[config.mk]
export PLATFORM = sky130hd
export DESIGN_NAME = shc_ctrl
export DESIGN_NICKNAME = d
export VERILOG_FILES = /design/src/design/shc_pkg.sv /design/src/design/shc_ctrl.sv
export SDC_FILE = /design/constraint.sdc
export NUM_CORES = 1
export LEC_CHECK = 0
export ABC_AREA = 1
export CAP_MARGIN = 0
export CORE_MARGIN = 5
export CORE_UTILIZATION = 30
export DETAILED_ROUTE_END_ITERATION = 16
export DONT_BUFFER_PORTS = 1
export GPL_TIMING_DRIVEN = 0
export PLACE_DENSITY_LB_ADDON = 0.2
export SLEW_MARGIN = 25
export SYNTH_ARGS = -nofsm -noshare
export SYNTH_HDL_FRONTEND = slang
export SYNTH_SLANG_ARGS = --single-unit
export TNS_END_PERCENT = 50
[constraint.sdc]
create_clock -name clk -period 2.95 [get_ports clk]
set_input_delay 0.1475 -clock clk [delete_from_list [all_inputs] [get_ports clk]]
set_output_delay 0.1475 -clock clk [all_outputs]
set_load 0.02 [all_outputs]
[src/design/shc_pkg.sv]
package shc_pkg;

  // Sizes of the block
  localparam int MAX_GROUPS  = 64;
  localparam int WEIGHT_BITS = 24;

  // Field widths
  localparam int CMD_W   = 2;
  localparam int POS_W   = 6;
  localparam int CFG_W   = 7;
  localparam int SCORE_W = 30;

  // Derived widths
  localparam int IDX_W   = $clog2(MAX_GROUPS);
  localparam int CNT_W   = $clog2(MAX_GROUPS + 1);
  localparam int WADDR_W = 2 * IDX_W;
  localparam int WDEPTH  = MAX_GROUPS * MAX_GROUPS;
  localparam int ACC_W   = WEIGHT_BITS + IDX_W;

  localparam logic [SCORE_W-1:0] SCORE_MAX = {SCORE_W{1'b1}};
  localparam logic [CFG_W-1:0]   GROUP_COUNT_RESET = CFG_W'(MAX_GROUPS);

  // Item commands
  typedef enum logic [CMD_W-1:0] {
    CMD_WRITE = 2'd0,
    CMD_SWAP  = 2'd1,
    CMD_READ  = 2'd2,
    CMD_RESET = 2'd3
  } cmd_t;

  // Controller to datapath
  typedef struct packed {
    logic capture;
    logic weight_write;
    logic order_reset;
    logic read_capture;
    logic swap_write_a;
    logic swap_write_b;
    logic revert_a;
    logic revert_b;
    logic scan_start;
    logic set_base;
    logic judge;
    logic out_load;
  } dp_ctrl_t;

  // Datapath to controller
  typedef struct packed {
    cmd_t cmd;
    logic known;
    logic swap_ok;
    logic scan_done;
    logic better;
    logic out_free;
  } dp_stat_t;

endpackage

[src/design/shc_ctrl.sv]
module shc_ctrl import shc_pkg::*; (
  input  logic     clk,
  input  logic     rst,
  input  logic     in_valid,
  output logic     in_stall,
  input  dp_stat_t stat,
  output dp_ctrl_t ctrl
);

  typedef enum logic [11:0] {
    S_IDLE       = 12'b0000_0000_0001,
    S_EXEC       = 12'b0000_0000_0010,
    S_READ_CAP   = 12'b0000_0000_0100,
    S_CHECK      = 12'b0000_0000_1000,
    S_SCAN_BASE  = 12'b0000_0001_0000,
    S_SWAP_RD    = 12'b0000_0010_0000,
    S_SWAP_WA    = 12'b0000_0100_0000,
    S_SWAP_WB    = 12'b0000_1000_0000,
    S_SCAN_FRESH = 12'b0001_0000_0000,
    S_REVERT_A   = 12'b0010_0000_0000,
    S_REVERT_B   = 12'b0100_0000_0000,
    S_DONE       = 12'b1000_0000_0000
  } state_t;

  state_t state;
  state_t state_next;

  assign in_stall = (state != S_IDLE);

  // Next state and datapath commands
  always_comb begin
    state_next = state;
    ctrl       = '0;
    unique case (state)
      S_IDLE: begin
        if (in_valid) begin
          ctrl.capture = 1'b1;
          state_next   = S_EXEC;
        end
      end
      S_EXEC: begin
        unique case (stat.cmd)
          CMD_WRITE: begin
            ctrl.weight_write = 1'b1;
            state_next        = S_CHECK;
          end
          CMD_RESET: begin
            ctrl.order_reset = 1'b1;
            state_next       = S_CHECK;
          end
          CMD_READ: begin
            state_next = S_READ_CAP;
          end
          CMD_SWAP: begin
            if (!stat.known) begin
              ctrl.scan_start = 1'b1;
              state_next      = S_SCAN_BASE;
            end else if (stat.swap_ok) begin
              state_next = S_SWAP_RD;
            end else begin
              state_next = S_DONE;
            end
          end
          default: state_next = S_CHECK;
        endcase
      end
      S_READ_CAP: begin
        ctrl.read_capture = 1'b1;
        state_next        = S_CHECK;
      end
      S_CHECK: begin
        if (stat.known) begin
          state_next = S_DONE;
        end else begin
          ctrl.scan_start = 1'b1;
          state_next      = S_SCAN_BASE;
        end
      end
      S_SCAN_BASE: begin
        if (stat.scan_done) begin
          ctrl.set_base = 1'b1;
          state_next = (stat.cmd == CMD_SWAP && stat.swap_ok) ? S_SWAP_RD : S_DONE;
        end
      end
      S_SWAP_RD: begin
        state_next = S_SWAP_WA;
      end
      S_SWAP_WA: begin
        ctrl.swap_write_a = 1'b1;
        state_next        = S_SWAP_WB;
      end
      S_SWAP_WB: begin
        ctrl.swap_write_b = 1'b1;
        ctrl.scan_start   = 1'b1;
        state_next        = S_SCAN_FRESH;
      end
      S_SCAN_FRESH: begin
        if (stat.scan_done) begin
          if (stat.better) begin
            ctrl.judge = 1'b1;
            state_next = S_DONE;
          end else begin
            state_next = S_REVERT_A;
          end
        end
      end
      S_REVERT_A: begin
        ctrl.revert_a = 1'b1;
        state_next    = S_REVERT_B;
      end
      S_REVERT_B: begin
        ctrl.revert_b = 1'b1;
        state_next    = S_DONE;
      end
      S_DONE: begin
        if (stat.out_free) begin
          ctrl.out_load = 1'b1;
          state_next    = S_IDLE;
        end
      end
      default: state_next = S_IDLE;
    endcase
  end

  always_ff @(posedge clk) begin
    if (rst) begin
      state <= S_IDLE;
    end else begin
      state <= state_next;
    end
  end

endmodule

# ---- Yosys cells after proc, flatten, opt, wreduce, memory -nomap -nowiden
# Cells that the tools add are included.
dict set report totals {
  regBits 12
  latchBits 0
  mem_bits_rw 0
  romBits 0
  input_bits 10
  out_inout_bits 13
  word_cells 56
  memories 0
}
dict set report classes {
  addsub 0
  multipliers 0
  n_div 0
  order_cmp 0
  n_eq_ne 20
  shifts 0
  n_mux 31
  n_bitwise 0
  n_reduce_logical 4
}
# cell n
set op_table {}
lappend op_table {{$pmux W12 S12} 1}
lappend op_table {{$mux W12} 9}
lappend op_table {{$pmux W12 S3} 1}
lappend op_table {{$mux W1} 18}
lappend op_table {{$eq A12 B1 Y1 const B} 1}
lappend op_table {{$eq A12 B10 Y1 const B} 1}
lappend op_table {{$eq A12 B11 Y1 const B} 1}
lappend op_table {{$eq A12 B12 Y1 const B} 1}
lappend op_table {{$eq A12 B2 Y1 const B} 1}
lappend op_table {{$eq A12 B3 Y1 const B} 1}
lappend op_table {{$eq A12 B4 Y1 const B} 1}
lappend op_table {{$eq A12 B5 Y1 const B} 1}
lappend op_table {{$eq A12 B6 Y1 const B} 1}
lappend op_table {{$eq A12 B7 Y1 const B} 1}
lappend op_table {{$eq A12 B8 Y1 const B} 1}
lappend op_table {{$eq A12 B9 Y1 const B} 1}
lappend op_table {{$ne A12 B1 Y1 const B} 1}
lappend op_table {{$ne A2 B2 Y1 const B} 4}
lappend op_table {{$eq A2 B2 Y1 const B} 2}
lappend op_table {{$reduce_and A4 Y1} 1}
lappend op_table {{$pmux W1 S3} 1}
lappend op_table {{$eq A2 B1 Y1 const B} 1}
lappend op_table {{$logic_not A2 Y1} 1}
lappend op_table {{$mux W2} 1}
lappend op_table {{2 further kinds} 2}

# ---- Depth between registers and ports, before layout
# Gate-level depths: netlist of run 1.
dict set report logic_depth {
  depth_word 5
  depth_mapped 11
  depth_no_buf 11
}

# ---- Least setup slack after synthesis of run 1
# OpenSTA, ideal clock, no wires.
dict set report synth_path {
  path_type {flip-flop to flip-flop}
  start {reg state[8]}
  end {reg state[0]}
  setup_ns 0.115
  arrival_time_ns 1.206
  t_required_ns 2.835
  setup_slack_ns 1.629
  path_stages_with_launch 11
  n_path_buf 0
  period_less_slack_ns 1.321
  path_cell_list {dfxtp_1 -> nor2_2 -> nand2_4 -> nor2_8 -> nand2_2 -> o21ai_2 -> nor2_2 -> inv_2 -> nand2_1 -> nand2_1 -> nand2_1}
}
dict set report synth_via {
  elab_chain_len 3
  elab_cells_between_ends 18
  cone_classes {16 x eq/ne; 1 x mux; 1 x reduce/logical}
}
# element line_no
set synth_lines {}
lappend synth_lines {{start, declared} shc_ctrl.sv:25} ;# state_t state;
lappend synth_lines {{start signal, assigned} shc_ctrl.sv:129} ;# state <= state_next;
lappend synth_lines {{$eq A12 B5 Y1 (tied with other cells)} shc_ctrl.sv:34} ;# unique case (state)
lappend synth_lines {{$ne A2 B2 Y1 (no line)} -}
lappend synth_lines {{$reduce_and A4 Y1 (no line)} -}
# Parallel ways exist; a longest one is shown, timed or not.
# A chain may end at the register's enable or synchronous reset.

==> summary.md, run 1 <==
| Metric | Value |
|---|---|
| Vias in the first global route | 827 |
| H-tree Lvls | 1 |
| 1st-iter DRT viols | 37 |
| Setup crit end kind | output pin |
| Clock Skew | 6.29 ps |
| Unrepaired setup endpoints after global routing | no |
| Main synth FF type | dfxtp_1 |
| WL/cell | 10.8 um |
| Finish-stage setup viols | 0 |
| Yosys top cell by area | dfxtp_1 |
| Setup TNS | 0 ps |
| DRC violations left | 0 |
| Critical path required time | 2800 ps |
| Die Y | 65.9 um |
| Crit Path Class | register to output pin |
| Number of diodes | 0 |
| Power Density | 467 nW/um2 |
| Initial antenna violation count | 0 |
| Worst slew pin tran | 431 ps |
| # rows | 20 |
| Critical Path Start Type | register |
| Number of port buffers | 0 |
| EDFF count, synth | 0 |
| Die Wd | 65.9 um |
| Status | finished clean |
| Peak Freq | 557 MHz |
| Unique cell type count in the Yosys netlist | 22 |
| Ys Warns | 0 |
| I/O pin count | 23 |
| VDD IR max | 0.333 mV |
| Leakage | 0.591 nW |
| Hold Path Class | input port to register |
| Area delta synth->final | 9.76% |
| Crit Path Max Fanout | 4 |
| Placed insts | 198 |
| Post-synth ARST share | 0 |
| Syn_nets | 168 |
| CTS Sinks | 12 |
| Drt first pass iters | 4 |
| Tcrit/Tclk final | 0.608 |
| Grt ovf | 0 |
| Share of cells above drive strength 1 | 0.139 |
| Routed vias/inst | 4.45 |
| Largest Register | state |
| Antenna Nets Post-Route | 0 |
| Nets | 173 |
| Worst skew pair latency | 280 ps |
| Max reg flops | 12 |
| Syn_area_per_cell | 6.08 um2 |
| Sequential share of the synthesized area | 0.257 |
| CTS tree | built |
| Root buffer cell | clkbuf_4 |
| Regs by FF count | state (12) |
| Largest net degree at the start of global routing | 9 |
| Synth top area cells | dfxtp_1, nand2_1, inv_1, nor2_1, nand3_1 |
| All-Layer GR Usage | 0.112 |
| Total power | 480 uW |
| Drt total wl | 2180 um |
| Vias | 898 |
| Total CTS buffers | 3 |
| Core area | 3030 um2 |
| Post-cts gate resize count | 0 |
| Synth top area share | 0.257 |
| Number of post-CTS setup repair buffers | 0 |
| RePlAce Congestion | 0.813 |
| Final hold viol count | 0 |
| Worst R2R Setup Slack | 1460 ps |
| CTS max path bufs | 2 |
| Initial Utilization | 0.309 |
| Synth Instances | 154 |
| DP HPWL | 1860 um |
| Max-cap violations | 0 |
| Max-slew headroom | 0.712 |
| First-pass GRT wire length | 3680 um |
| Die area | 4340 um2 |
| Min Tclk post-route | 1790 ps |
| CTS Hold Bufs | 0 |
| Crit path arrival time | 1650 ps |
| Max-slew violations | 0 |
| Number of synthesized register bits | 12 |
| Clk slew on worst S/H paths | 90 ps |
| Mapped Area | 936 um2 |
| Post-layout util | 0.339 |
| Post-Layout Cell Count | 202 |
[critical path, stage by stage (launching register included)]
cell and delay (ps):
dfxtp_1 330, nor2_2 180, nand2_4 110, nor2_2 190, nand2_1 130, inv_1 200
a21o_1 220
[synth_stat cells (3+ instances only)]
| library cell | count |
|---|---|
| a21oi_1 | 3 |
| dfxtp_1 | 12 |
| ha_1 | 4 |
| inv_1 | 32 |
| nand2_1 | 34 |
| nand2_2 | 3 |
| nand3_1 | 11 |
| nor2_1 | 26 |
| nor2_2 | 5 |
| nor3_1 | 7 |
[power by group]
part / total [mW] / switching [mW] / internal, mW
Clock: 0.138 / 0.0627 / 0.0751
Sequential: 0.180 / 0.00775 / 0.173
Combinational: 0.162 / 0.118 / 0.0436
[per-layer routing]
layer  part of all wire  vias up  GRT usage
met5                  0        -          0
met4              0.021        0     0.0466
met3              0.077        4     0.0272
met2               0.48       25      0.189
met1               0.42      397      0.133
li1                   -      472          -
[placed cells by master, fill, tap and decap left out, types with 2 or more instances in the layout]
cell type   n
a21oi_1     3
clkbuf_4    3
dfxtp_1    12
ha_1        4
inv_1      32
inv_2       2
nand2_1    34
nand2_2     3
nand2_4     2
nand3_1    11
nand4_1     2
nor2_1     26
nor2_2      5
nor2_4      2
nor3_1      7
o21ai_2     2
[path summary, 6_finish.rpt]
path	startpoint	cells after the start	to
max	state[11]	6	ctrl[3]
max reg2reg	state[11]	10	state[0]
min	stat[1]	2	state[9]
min reg2reg	state[5]	2	state[6]
[area by class of cell]
cell class | count | area, um2
tap | 44 | 55.1
inverter | 34 | 128
clock buffer | 4 | 36.3
fill | 342 | 2000
buffer | 1 | 3.75
multi-input combinational | 107 | 564
sequential | 12 | 240
[stage by stage]
stage,worst slack [ps],hold WS (ps),area [um2]
after floorplan,1630,378,936
after global placement,1460,388,991
after detailed placement,1440,389,991
after CTS,1120,89.6,1030
after global routing,1020,82.2,1030
final,1160,89.8,1030
[cell families after synthesis]
logic type,share of synthesized area
AND/OR/NAND/NOR,0.488
AO/OA/AOI/OAI,0.0615
flip-flops,0.257
adder cells (fa/ha/maj),0.0535
buffers and inverters,0.140
Note: power is estimated with default switching activity, not from simulation.
==> run 2, diff against run 1 <==
clock period = 1.8 ns   (was 2.95 ns; I/O delays follow)
==> summary.md, run 2 (synthesis gave the netlist of run 1 again) <==
| Metric | Value |
|---|---|
| Die Y | 65.9 um (unchanged) |
| Routed vias/inst | 4.47 (+0.56%) |
| Root buffer cell | clkbuf_4 |
| H-tree Lvls | 1 (unchanged) |
| First-pass GRT wire length | 3680 um (unchanged) |
| Critical Path Start Type | register |
| Antenna Nets Post-Route | 0 (unchanged) |
| Leakage | 0.585 nW (-0.95%) |
| Total CTS buffers | 3 (unchanged) |
| CTS tree | built |
| Crit-path leading delay family | simple AND/OR/NAND/NOR gates |
| Unrepaired setup endpoints after global routing | no |
| Setup crit end kind | output pin |
| Drt first pass iters | 6 (+2) |
| VDD IR max | 0.548 mV (+65%) |
| Die area | 4340 um2 (unchanged) |
| Nets | 173 (unchanged) |
| Setup TNS | 0 ps (unchanged) |
| Vias | 903 (+0.56%) |
| Peak Freq | 596 MHz |
| Tcrit/Tclk final | 0.932 |
| Core area | 3030 um2 (unchanged) |
| Worst skew pair latency | 280 ps (about the same) |
| Crit Path Class | register to output pin |
| Max-slew headroom | 0.706 (-0.00540) |
| Most frequent cells in the layout | nand2_1, inv_1, nor2_1, dfxtp_1, nand3_1 |
| Min Tclk post-route | 1680 ps |
| DP Area | 991 um2 (unchanged) |
| Drt total wl | 2190 um (+0.41%) |
| Buffers & Inverters on Critical Path | 0 (-1) |
| DP HPWL | 1860 um (unchanged) |
| Status | finished clean |
| Total power | 788 uW (+64%) |
| Final hold viol count | 0 (unchanged) |
| Power Density | 759 nW/um2 (+63%) |
| Initial Utilization | 0.309 (unchanged) |
| I/O pin count | 23 (unchanged) |
| DRC violations left | 0 (unchanged) |
| Crit Path Max Fanout | 6 (+2) |
| Fin area | 1040 um2 (+0.97%) |
| Vias in the first global route | 827 (unchanged) |
| Hold Path Class | input port to register |
| Sequential Area | 240 um2 (unchanged) |
| Clock Skew | 5.50 ps (-0.789 ps) |
| Largest Register | state |
| CTS Hold Bufs | 0 (unchanged) |
| Commonest non-fill, non-tap cell in the layout | nand2_1 |
| Grt ovf | 0 (unchanged) |
| WL/cell | 10.8 um (+0.41%) |
| Max reg flops | 12 (unchanged) |
| Die Wd | 65.9 um (unchanged) |
| Number of diodes | 0 (unchanged) |
| All-Layer GR Usage | 0.112 (unchanged) |
| Regs by FF count | state (12) |
| Initial antenna violation count | 0 (unchanged) |
| Share of cells above drive strength 1 | 0.158 (+0.0190) |
| Max-slew violations | 0 (unchanged) |
| Worst slew pin tran | 440 ps (+9.69 ps) |
| Crit path arrival time | 1590 ps (-60 ps) |
| Largest net degree at the start of global routing | 9 (unchanged) |
| 1st-iter DRT viols | 25 (-32%) |
| Cell Chain, Critical Path | nor2_2, nand2_4, nor2_8, nand2_2, nor2_1 |
| Clk slew on worst S/H paths | 90 ps (about the same) |
| Worst hold slack | 34.8 ps (-55.0 ps) |
| Max-cap violations | 0 (unchanged) |
| Slowest CP cell | nor2_1 |
| # rows | 20 (unchanged) |
| Finish-stage setup viols | 0 (unchanged) |
| Multi-input gate area | 574 um2 (+1.8%) |
| RePlAce Congestion | 0.813 (unchanged) |
| Number of port buffers | 0 (unchanged) |
| CTS max path bufs | 2 (unchanged) |
| Critical Path Max Stage Delay | 350 ps (+20 ps) |
| CTS Sinks | 12 (unchanged) |
| Critical path required time | 1710 ps (-1090 ps) |
| Area delta synth->final | 10.8% |
| # fillers | 341 (-0.29%) |
-- run 2: cell count changes in the layout (fill, tap and decap cells not counted) --
| cell | before | now |
|---|---|---|
| inv_2 | 2 | 3 |
| inv_1 | 32 | 31 |
| nor2_2 | 5 | 6 |
| nor2_1 | 26 | 25 |
| a21o_1 | 1 | 0 |
| a21o_4 | 0 | 1 |
-- run 2: stage by stage --
stage                      util  std cells  setup WS (ps)
after global placement    0.327        198            333
after floorplan               -        154            479
after detailed placement  0.327        198            305
after global routing      0.343        202           1.39
after CTS                 0.339        202           23.1
final                     0.343        202            123
-- run 2: layout make-up --
cell class,instances,share of cell area
clock buffer,4,0.0350
multi-input combinational,107,0.554
inverter,34,0.123
tap,44,0.0531
buffer,1,0.00362
sequential,12,0.232
-- run 2: worst paths after layout --
path,start,end,slack (ps),cells after the start
setup / recovery,state[11],ctrl[11],120,5
hold / removal,stat[1],state[9],30,2
setup reg to reg,state[11],state[0],300,10
hold reg to reg,state[5],state[6],550,2
-- run 2: worst reg2reg max path, cell delays in order, from the launching register on --
cell and delay, ps:
dfxtp_1 330, nor2_2 180, nand2_4 110, nor2_8 160
nand2_2 170, o21ai_2 170, nor2_2 90, inv_2 50
nand2_1 40, nand2_1 50, nand2_1 40
-- run 2: per-layer routing --
layer | GRT usage | part of all wire
met1 | 0.133 | 0.44
met2 | 0.189 | 0.48
met3 | 0.0272 | 0.063
met4 | 0.0466 | 0.020
met5 | 0 | 0
-- run 2: report_power, final --
| part | leakage [nW] | internal [mW] | switching, mW |
|---|---|---|---|
| logic | 0.467 | 0.0720 | 0.196 |
| clock network | 0.0210 | 0.123 | 0.101 |
| registers | 0.0972 | 0.283 | 0.0125 |
| total | 0.585 | 0.478 | 0.310 |
-- run 2: timing repair --
item                       in CTS  in global routing
setup endpoints to repair       0                  2
buffers inserted                0                  0
gates resized for setup         0                  3
